`config.mk`:
```
export PLATFORM = sky130hd
export DESIGN_NAME = imu_sample_calibrator_top
export DESIGN_NICKNAME = d
export VERILOG_FILES = /design/src/rtl/core/imu_cal_pkg.sv /design/src/rtl/core/imu_sample_calibrator_top.sv /design/src/rtl/core/imu_cal_regs.sv /design/src/rtl/core/imu_cal_serdiv.sv /design/src/rtl/core/imu_cal_sqrt.sv
export SDC_FILE = /design/constraint.sdc
export NUM_CORES = 2
export LEC_CHECK = 0
export BUFFER_PORTS_ARGS = -buffer_cell sky130_fd_sc_hd__buf_2
export CAP_MARGIN = 20
export CELL_PAD_IN_SITES_DETAIL_PLACEMENT = 2
export CELL_PAD_IN_SITES_GLOBAL_PLACEMENT = 2
export CORE_MARGIN = 4
export CORE_UTILIZATION = 44
export CTS_BUF_LIST = sky130_fd_sc_hd__clkbuf_8 sky130_fd_sc_hd__clkbuf_16
export DETAILED_ROUTE_END_ITERATION = 12
export PLACE_DENSITY = 0.9
export SLEW_MARGIN = 30
export SYNTH_ARGS = -nofsm -noshare
export SYNTH_HDL_FRONTEND = slang
export SYNTH_SLANG_ARGS = --single-unit
```
`constraint.sdc`:
```
create_clock -name clk -period 20 [get_ports clk]
set_input_delay 4 -clock clk [delete_from_list [all_inputs] [get_ports clk]]
set_output_delay 4 -clock clk [all_outputs]
set_load 0.05 [all_outputs]
```
`src/rtl/core/imu_cal_pkg.sv`:
```
// Package with shared constants, register indexes and types of the IMU calibrator.
`timescale 1ns / 1ps
package imu_cal_pkg;

  localparam int WindowLengthDefault = 25;
  localparam int NumRegs = 6;
  localparam int FieldWidth = 16;

  typedef enum logic [2:0] {
    REG_PITCH_OFF = 3'd0,
    REG_ROLL_OFF  = 3'd1,
    REG_YAW_OFF   = 3'd2,
    REG_AX_OFF    = 3'd3,
    REG_AY_OFF    = 3'd4,
    REG_AZ_OFF    = 3'd5
  } reg_index_t;

  // Soft-iron matrix in 1/1000 and hard-iron offsets in 1/100 uT.
  function automatic logic signed [11:0] soft_coef(input logic [3:0] idx);
    logic signed [11:0] c;
    case (idx)
      4'd0: c = 12'sd947;
      4'd1: c = -12'sd3;
      4'd2: c = 12'sd10;
      4'd3: c = -12'sd3;
      4'd4: c = 12'sd1022;
      4'd5: c = -12'sd23;
      4'd6: c = 12'sd10;
      4'd7: c = -12'sd23;
      4'd8: c = 12'sd1034;
      default: c = 12'sd0;
    endcase
    return c;
  endfunction

  function automatic logic signed [13:0] hard_off(input logic [1:0] axis);
    logic signed [13:0] h;
    case (axis)
      2'd0: h = -14'sd2006;
      2'd1: h = -14'sd2812;
      2'd2: h = 14'sd4836;
      default: h = 14'sd0;
    endcase
    return h;
  endfunction

  function automatic logic [15:0] sat16(input logic signed [47:0] v);
    logic [15:0] r;
    if (v > 48'sd32767) r = 16'h7FFF;
    else if (v < -48'sd32768) r = 16'h8000;
    else r = v[15:0];
    return r;
  endfunction

endpackage

```
`src/rtl/core/imu_sample_calibrator_top.sv`:
```
// Top level of the IMU sample calibrator: control sequencer, shared datapath and window.
`timescale 1ns / 1ps
// An item is accepted only while the sequencer is idle, so the next item is
// taken only once the last result has been moved to the output register. Most
// of the work is seven rounded divisions on a bit-serial divider (three field
// values, three rates and the window average); before them come nine soft-iron
// multiply-accumulate products, three rate products and three squares for the
// sum of squares, and a bit-serial square root for
// the magnitude runs alongside the divisions. Narrow multipliers (23x12 for the
// soft-iron products, 18x16 for the rates and 18x18 for the squares) each take
// one product per cycle. A finished result sits in an output register, so the
// next item is computed while it waits; the sequencer stalls before its own
// result if the previous one has still not been taken. The boxcar window is
// cleared at reset by valid bits, so no clearing pass is needed.
module imu_sample_calibrator_top
  import imu_cal_pkg::*;
#(
  parameter int WINDOW_LENGTH = WindowLengthDefault
) (
  input  logic         clk,
  input  logic         rst,
  input  logic         s_tvalid,
  output logic         s_tready,
  // gyro_x, gyro_y, gyro_z, accel_x, accel_y, accel_z, mag_x, mag_y, mag_z
  input  logic [143:0] s_tdata,
  output logic         m_tvalid,
  input  logic         m_tready,
  // field_x/y/z, pitch/roll/yaw_rate, body_accel_x/y/z, accel_magnitude, average_z
  output logic [175:0] m_tdata,
  input  logic         psel,
  input  logic         penable,
  input  logic         pwrite,
  input  logic [4:0]   paddr,
  input  logic [31:0]  pwdata,
  output logic [31:0]  prdata,
  output logic         pready
);
  localparam int SlotW = $clog2(WINDOW_LENGTH);

  typedef enum logic [7:0] {
    ST_IDLE = 8'b00000001,
    ST_MAC  = 8'b00000010,
    ST_RATE = 8'b00000100,
    ST_SQ   = 8'b00001000,
    ST_DIVS = 8'b00010000,
    ST_DIVW = 8'b00100000,
    ST_SQRW = 8'b01000000,
    ST_OUT  = 8'b10000000
  } state_t;

  state_t state;
  logic [15:0] offsets [NumRegs];
  logic [15:0] in_f [9];
  logic signed [47:0] num [7];   // numerators for the seven rounded divisions
  logic signed [47:0] acc;
  logic [3:0] step;
  logic [2:0] dsel;
  logic signed [17:0] body [3];
  logic [33:0] sumsq;
  logic [33:0] sq_rad;
  logic [15:0] res [11];
  logic [15:0] res_out [11];
  logic        busy_out;

  logic [15:0] hist [WINDOW_LENGTH];
  logic [WINDOW_LENGTH-1:0] hvalid;
  logic [SlotW-1:0] slot;
  logic signed [21:0] wsum;

  logic signed [17:0] ma;
  logic signed [15:0] mb;
  logic signed [33:0] prod;

  logic div_start, div_done, sq_start, sq_done;
  logic [39:0] div_dvd, div_q;
  logic [16:0] div_dvs;
  logic [16:0] root;
  logic signed [47:0] cur_num, rounded;
  logic [15:0] zsat, old_z;
  logic [1:0] mrow, mcol;

  imu_cal_regs u_regs (
    .clk, .rst, .psel, .penable, .pwrite, .paddr, .pwdata, .prdata, .pready,
    .offsets
  );

  imu_cal_serdiv u_div (
    .clk, .rst, .start(div_start), .dividend(div_dvd), .divisor(div_dvs),
    .done(div_done), .quotient(div_q)
  );

  imu_cal_sqrt u_sqrt (
    .clk, .rst, .start(sq_start), .radicand(sq_rad), .done(sq_done), .root
  );

  assign s_tready = (state == ST_IDLE);
  assign m_tvalid = busy_out;
  always_comb
    for (int k = 0; k < 11; k++) m_tdata[16*k +: 16] = res_out[k];

  // Magnetometer deltas d = mag*100 - off*16 stay within 23 bits signed.
  logic signed [22:0] dmag [3];
  always_comb
    for (int k = 0; k < 3; k++)
      dmag[k] = 23'(signed'(in_f[6+k]) * 23'sd100) - 23'(hard_off(2'(k)) * 23'sd16);

  // Matrix row and column of the current multiply-accumulate step.
  always_comb begin
    mrow = (step < 4'd3) ? 2'd0 : (step < 4'd6) ? 2'd1 : 2'd2;
    mcol = 2'(step - 4'({mrow, 1'b0}) - 4'(mrow));
  end

  // The coefficient has 12 bits, so the soft-iron product fits 35 bits.
  logic signed [34:0] mprod;
  always_comb begin
    mprod = 35'(dmag[mcol] * soft_coef(step));
    ma = '0;
    mb = '0;
    case (state)
      ST_RATE: begin
        ma = 18'sd1125;
        mb = signed'(in_f[step]);
      end
      ST_SQ: begin
        ma = 18'(body[step[1:0]]);
        mb = 16'sd0;
      end
      default: ;
    endcase
    prod = 34'(ma * mb);
  end

  logic signed [33:0] sqr;
  assign sqr = 34'(body[step[1:0]] * body[step[1:0]]);
  // The root starts on the last square, so that square is added on the way in.
  assign sq_rad = sumsq + sqr;

  assign zsat = sat16(48'(body[2]));
  assign cur_num = num[dsel];

  always_comb begin
    div_dvd = cur_num[47] ? 40'(-cur_num) : 40'(cur_num);
    div_dvs = (dsel < 3'd3) ? 17'd100000 : (dsel < 3'd6) ? 17'd1256 : 17'(WINDOW_LENGTH);
    div_dvd = div_dvd + 40'(div_dvs >> 1);
    rounded = cur_num[47] ? -48'(div_q) : 48'(div_q);
  end

  assign div_start = (state == ST_DIVS);
  assign sq_start  = (state == ST_SQ) && (step == 4'd2);

  always_ff @(posedge clk) begin
    if (rst) begin
      state    <= ST_IDLE;
      busy_out <= 1'b0;
      hvalid   <= '0;
      slot     <= '0;
      wsum     <= '0;
      step     <= '0;
      dsel     <= '0;
    end else begin
      if (m_tvalid && m_tready) busy_out <= 1'b0;
      unique case (state)
        ST_IDLE: if (s_tvalid && s_tready) begin
          for (int k = 0; k < 9; k++) in_f[k] <= s_tdata[16*k +: 16];
          step  <= '0;
          acc   <= '0;
          state <= ST_MAC;
        end
        ST_MAC: begin
          if (mcol == 2'd2) begin
            num[3'(mrow)] <= acc + 48'(mprod);
            acc <= '0;
          end else acc <= acc + 48'(mprod);
          if (step == 4'd8) begin
            step  <= '0;
            state <= ST_RATE;
          end else step <= step + 4'd1;
        end
        ST_RATE: begin
          num[3'd3 + 3'(step)] <= (step == 4'd2 ? -48'(prod) : 48'(prod))
            - 48'(signed'(offsets[3'(step)]) * 48'sd1256);
          body[0] <= -18'(signed'(in_f[4])) - 18'(signed'(offsets[3]));
          body[1] <= -18'(signed'(in_f[3])) - 18'(signed'(offsets[4]));
          body[2] <= 18'(signed'(in_f[5])) - 18'(signed'(offsets[5]));
          old_z <= hvalid[slot] ? hist[slot] : 16'h0000;
          if (step == 4'd2) begin
            step  <= '0;
            sumsq <= '0;
            state <= ST_SQ;
          end else step <= step + 4'd1;
        end
        ST_SQ: begin
          sumsq <= sumsq + 34'(sqr);
          if (step == 4'd2) begin
            res[6] <= sat16(48'(body[0]));
            res[7] <= sat16(48'(body[1]));
            res[8] <= zsat;
            wsum <= wsum + 22'(signed'(zsat)) - 22'(signed'(old_z));
            num[6] <= 48'(wsum + 22'(signed'(zsat)) - 22'(signed'(old_z)));
            hist[slot] <= zsat;
            hvalid[slot] <= 1'b1;
            slot <= (slot == SlotW'(WINDOW_LENGTH - 1)) ? '0 : slot + SlotW'(1);
            dsel  <= '0;
            state <= ST_DIVS;
          end else step <= step + 4'd1;
        end
        ST_DIVS: state <= ST_DIVW;
        ST_DIVW: if (div_done) begin
          res[(dsel == 3'd6) ? 4'd10 : 4'(dsel)] <= sat16(rounded);
          if (dsel == 3'd6) state <= ST_SQRW;
          else begin
            dsel  <= dsel + 3'd1;
            state <= ST_DIVS;
          end
        end
        ST_SQRW: begin
          res[9] <= (root > 17'd65535) ? 16'hFFFF : root[15:0];
          state <= ST_OUT;
        end
        ST_OUT: if (!busy_out) begin
          res_out  <= res;
          busy_out <= 1'b1;
          state    <= ST_IDLE;
        end
        default: state <= ST_IDLE;
      endcase
    end
  end
endmodule

```
`src/rtl/core/imu_cal_regs.sv`:
```
// APB register file holding the six rate and acceleration offsets.
`timescale 1ns / 1ps
module imu_cal_regs
  import imu_cal_pkg::*;
(
  input  logic        clk,
  input  logic        rst,
  input  logic        psel,
  input  logic        penable,
  input  logic        pwrite,
  input  logic [4:0]  paddr,
  input  logic [31:0] pwdata,
  output logic [31:0] prdata,
  output logic        pready,
  output logic [15:0] offsets [NumRegs]
);
  logic [2:0] ridx;
  assign ridx = paddr[4:2];
  assign pready = 1'b1;

  always_ff @(posedge clk) begin
    if (rst) begin
      for (int i = 0; i < NumRegs; i++) offsets[i] <= '0;
    end else if (psel && penable && pwrite) begin
      unique case (ridx)
        REG_PITCH_OFF: offsets[0] <= pwdata[15:0];
        REG_ROLL_OFF:  offsets[1] <= pwdata[15:0];
        REG_YAW_OFF:   offsets[2] <= pwdata[15:0];
        REG_AX_OFF:    offsets[3] <= pwdata[15:0];
        REG_AY_OFF:    offsets[4] <= pwdata[15:0];
        REG_AZ_OFF:    offsets[5] <= pwdata[15:0];
        default: ;
      endcase
    end
  end

  always_comb begin
    prdata = '0;
    unique case (ridx)
      REG_PITCH_OFF: prdata = {{16{offsets[0][15]}}, offsets[0]};
      REG_ROLL_OFF:  prdata = {{16{offsets[1][15]}}, offsets[1]};
      REG_YAW_OFF:   prdata = {{16{offsets[2][15]}}, offsets[2]};
      REG_AX_OFF:    prdata = {{16{offsets[3][15]}}, offsets[3]};
      REG_AY_OFF:    prdata = {{16{offsets[4][15]}}, offsets[4]};
      REG_AZ_OFF:    prdata = {{16{offsets[5][15]}}, offsets[5]};
      default:       prdata = '0;
    endcase
  end
endmodule

```
`src/rtl/core/imu_cal_serdiv.sv`:
```
// Restoring divider that produces one quotient bit per cycle (magnitude in, magnitude out).
`timescale 1ns / 1ps
module imu_cal_serdiv (
  input  logic        clk,
  input  logic        rst,
  input  logic        start,
  input  logic [39:0] dividend,
  input  logic [16:0] divisor,
  output logic        done,
  output logic [39:0] quotient
);
  logic [39:0] q;
  logic [17:0] rem;
  logic [5:0]  cnt;
  logic        busy;
  logic [17:0] trial;

  assign trial = {rem[16:0], q[39]} - {1'b0, divisor};

  always_ff @(posedge clk) begin
    if (rst) begin
      busy <= 1'b0;
      done <= 1'b0;
      cnt  <= '0;
    end else begin
      done <= 1'b0;
      if (start) begin
        busy <= 1'b1;
        cnt  <= 6'd40;
      end else if (busy) begin
        cnt <= cnt - 6'd1;
        if (cnt == 6'd1) begin
          busy <= 1'b0;
          done <= 1'b1;
        end
      end
    end
  end

  always_ff @(posedge clk) begin
    if (start) begin
      q   <= dividend;
      rem <= '0;
    end else if (busy) begin
      if (!trial[17]) begin
        rem <= trial;
        q   <= {q[38:0], 1'b1};
      end else begin
        rem <= {rem[16:0], q[39]};
        q   <= {q[38:0], 1'b0};
      end
    end
  end
  assign quotient = q;
endmodule

```
`src/rtl/core/imu_cal_sqrt.sv`:
```
// Integer square root that retires one result bit per cycle.
`timescale 1ns / 1ps
module imu_cal_sqrt (
  input  logic        clk,
  input  logic        rst,
  input  logic        start,
  input  logic [33:0] radicand,
  output logic        done,
  output logic [16:0] root
);
  logic [33:0] n;
  logic [18:0] rem;
  logic [16:0] r;
  logic [4:0]  cnt;
  logic        busy;
  logic [18:0] shifted;
  logic [18:0] trial;

  assign shifted = {rem[16:0], n[33:32]};
  assign trial   = shifted - {r, 2'b01};

  always_ff @(posedge clk) begin
    if (rst) begin
      busy <= 1'b0;
      done <= 1'b0;
      cnt  <= '0;
    end else begin
      done <= 1'b0;
      if (start) begin
        busy <= 1'b1;
        cnt  <= 5'd17;
      end else if (busy) begin
        cnt <= cnt - 5'd1;
        if (cnt == 5'd1) begin
          busy <= 1'b0;
          done <= 1'b1;
        end
      end
    end
  end

  always_ff @(posedge clk) begin
    if (start) begin
      n   <= radicand;
      rem <= '0;
      r   <= '0;
    end else if (busy) begin
      n <= {n[31:0], 2'b00};
      if (!trial[18]) begin
        rem <= trial;
        r   <= {r[15:0], 1'b1};
      end else begin
        rem <= shifted;
        r   <= {r[15:0], 1'b0};
      end
    end
  end
  assign root = r;
endmodule

```
==> results.json, run 1 <==
{
  "status": "aborted with a tool error",
  "stop_stage": "detailed placement",
  "toolErrorMsg": "[ERROR DPL-0033] detailed placement checks failed during check placement.",
  "synthArstFlopShare": 0,
  "start_util": 0.442,
  "die_y_um": 521,
  "placement.io_buffers": 379,
  "ys_warn_count": 0,
  "ios": 399,
  "ys_top_cells_by_area": "edfxtp_1 36%, fa_1 18%, ha_1 7.9%, inv_1 5.1%, dfxtp_1 4.3%",
  "synth_cell_types": 111,
  "ys_ff_latch": 1653,
  "yosysSeqAreaShare": 0.407,
  "netlist_area_mm2": 0.116,
  "place.gp.congestion": 0.896,
  "die_x_um": 521,
  "yosys.area.top_type": "edfxtp_1",
  "syn-instance-count": 10155,
  "synth_edf_count": 1406,
  "synthFlopType": "edfxtp_1",
  "fp-row-count": 188,
  "place_hpwl_mm": 377,
  "synth_area_per_cell_um2": 11.4,
  "synth_top_area_share": 0.364
}
## cell usage after synthesis (all sizes together), types with 20 or more instances
cell,instances
inv,1578
edfxtp,1406
fa,1030
nand2,857
ha,728
nor2,630
a21oi,499
o21ai,412
clkbuf,279
xnor2,267
dfxtp,247
mux4,191
xor2,169
mux2i,155
nor3,121
and2,110
nand3,107
a21o,84
o22ai,81
buf,80
a211oi,72
o21a,71
nor2b,67
nand2b,64
mux2,61
a22oi,59
and3,51
or3,45
a31oi,42
o211ai,42
or2,38
nand4,35
a21boi,31
nor4,30
o31ai,29
nand3b,26
nor3b,26
o21bai,24
o41ai,23
a211o,20
## cell families after synthesis
family | synth area share
fa+ha+maj | 0.258
flops | 0.407
xor+xnor | 0.0333
simple gates | 0.0914
compound gates | 0.0898
mux | 0.0565
buf+inv | 0.0644
other cells | 0.0000648
## per-stage QoR
stage,hold WS [ns],cells
floorplan,0.400,10372
global placement,0.401,14052
==> run 2, diff against run 1 <==
CELL_PAD_IN_SITES_DETAIL_PLACEMENT = not set   (was 2)
CELL_PAD_IN_SITES_GLOBAL_PLACEMENT = not set   (was 2)
CORE_UTILIZATION = 37   (was 44)
CTS_BUF_LIST = not set   (was sky130_fd_sc_hd__clkbuf_8 sky130_fd_sc_hd__clkbuf_16)
PLACE_DENSITY = not set   (was 0.9)
PLACE_DENSITY_LB_ADDON = 0.15   (was not set)
==> run 2 against run 1 <==
- the run now ends clean
- synthesized area unchanged
- synthesized cell count unchanged
==> results.json, run 2 <==
{
  "fin_ws_ns": 6.99,
  "multiInputGateArea_mm2": 0.0624,
  "crit_top_cell": "fa_1",
  "netlist_area_mm2": 0.116,
  "cp_top_family": "compound AO/OA/AOI/OAI gates",
  "slew_viol_final": 0,
  "place.gp.congestion": 0.869,
  "via_count": 77212,
  "cts_resized": 0,
  "wl_per_cell_um": 21.8,
  "synth_area_per_cell_um2": 11.4,
  "crit_type": "reg -> reg",
  "routed_wl_mm": 328,
  "ant_nets": 0,
  "status": "complete, no violations",
  "regMostFlops": "hist",
  "overflow": 0,
  "first_global_vias": 79398,
  "fp-row-count": 205,
  "layout_common_cells": "1573 x inv_1, 1406 x edfxtp_1, 1028 x fa_1, 855 x nand2_1, 728 x ha_1",
  "grt_pass1_wl_mm": 498,
  "cp-end-kind": "flop",
  "grt_max_degree": 98,
  "cp_num_buf_inv": 5,
  "max_freq_mhz": 76.9,
  "dpl_worst_slack_ns": 6.89,
  "synth.most_common_cell": "inv_1",
  "top_regs": "hist x400, num x287",
  "max-clock-path-buffers": 4,
  "synth_top_area_share": 0.364,
  "via_per_inst": 5.12,
  "yosys-top-cells-count": "1575 x inv_1, 1406 x edfxtp_1, 1030 x fa_1, 857 x nand2_1, 728 x ha_1",
  "ys_ff_latch": 1653,
  "rsz0062_at_grt": "no",
  "start_kind": "flop",
  "cts_setup_buffers": 0,
  "die_y_um": 568,
  "cts_tree": "yes",
  "die_x_um": 568,
  "fillers": 29728,
  "synth_cell_types": 111,
  "skew_ns": 0.112,
  "cts_hold_buffers": 0,
  "layout.nets": 12707,
  "seq_area_mm2": 0.0472,
  "finalCritPeriodShare": 0.650,
  "yosysSeqAreaShare": 0.407,
  "cp_max_fo": 32,
  "synth-compound-area-share": 0.0898,
  "die_area_mm2": 0.322,
  "cts_max_level": 4,
  "finalSetupTns_ns": 0,
  "synth-simple-area-share": 0.0914,
  "place_hpwl_mm": 252,
  "cts_buffers": 186,
  "ios": 399,
  "yosys.area.top_type": "edfxtp_1",
  "synthArstFlopShare": 0,
  "grt_usage": 0.202,
  "maxSlewHeadroom": 0.323,
  "cts_root_buf": "clkbuf_16",
  "hold_viol": 0,
  "ys_top_cells_by_area": "edfxtp_1 36%, fa_1 18%, ha_1 7.9%, inv_1 5.1%, dfxtp_1 4.3%",
  "detail_route.iter0.violations": 6249,
  "synth_top_family_by_area": "adder cells",
  "clk_latency_ns": 0.92,
  "clkTransAtPathRegs_ns": 0.06,
  "drive_above_1_share": 0.111,
  "arrival_ns": 13.57,
  "yosys.area_share.adder": 0.258,
  "largest_reg_flops": 400,
  "start_util": 0.372,
  "ys_warn_count": 0,
  "hold_class": "reg -> reg",
  "antenna_found_initial": 42,
  "placement.io_buffers": 379,
  "cts.sinks": 1653,
  "drcViolationCount": 0,
  "finalSetupViolCount": 0,
  "worst_pin_slew_ns": 1.02,
  "dr.pass1.iters": 9,
  "core_area_mm2": 0.312,
  "drv_cap": 0,
  "syn2layout_area_growth_pct": 12.3,
  "syn-instance-count": 10155,
  "synthMuxAreaShare": 0.0565,
  "final_common_cell": "inv_1",
  "cp_slowest_cell": "mux4_2",
  "cpPeakStageDelay_ns": 0.65,
  "cp_data_required_time_ns": 20.57,
  "min_period_ns": 13.01,
  "synth_edf_count": 1406,
  "synthFlopType": "edfxtp_1",
  "synth-xor-area-share": 0.0333
}
-- run 2: kinds of logic after synthesis --
group           count (synthesis)
xor+xnor                      438
buf+inv                      1945
compound gates               1653
other cells                     2
fa+ha+maj                    1773
flops                        1653
mux                           407
simple gates                 2284
-- run 2: final timing paths --
kind                start      endpoint  slack, ns  cells after the start
setup / recovery     flop    num[3][47]       6.99                     39
hold / removal    res[27]  m_tdata[155]       0.35                      0
setup reg to reg     flop    num[3][47]       6.99                     39
hold reg to reg   res[27]  m_tdata[155]       0.35                      0
-- run 2: area by class of cell --
type                    instances  share of cell area
multi-input cells            6774               0.479
flip-flops and latches       1653               0.363
inverters                    1586              0.0457
well taps                    4140              0.0398
clock buffers                 233              0.0377
repair buffers                560              0.0255
clock inverters               105             0.00911
diodes                         27            0.000519
-- run 2: through the flow --
stage          cell area [µm²]   util  hold slack [ns]  cells
6_report                130000  0.417            0.351  15078
5_1_grt                 130000  0.417            0.359  15062
3_5_place_dp            124000  0.397            0.405  14710
3_3_place_gp            124000  0.397            0.401  14710
2_1_floorplan           117000      -            0.400  10372
4_1_cts                 130000  0.417            0.351  15048
-- run 2: layer usage --
metal | up-vias | global-route usage | wire, µm
met1 | 38878 | 0.291 | 152000
met5 | - | 0 | 74
li1 | 35850 | - | -
met2 | 2080 | 0.323 | 150000
met3 | 392 | 0.0267 | 18000
met4 | 12 | 0.0492 | 8840
-- run 2: worst register-to-register path: cells and delay by family (launching register included) --
kind	cells	cell delay, ns
buf+inv	5	0.70
simple gates	11	3.48
mux	2	1.02
flops	1	0.31
fa+ha+maj	8	3.44
compound gates	11	3.54
xor+xnor	2	0.25
Power of run 2 is not shown: default switching activity piles up to over one toggle a cycle in this logic, so the estimate is an artifact.
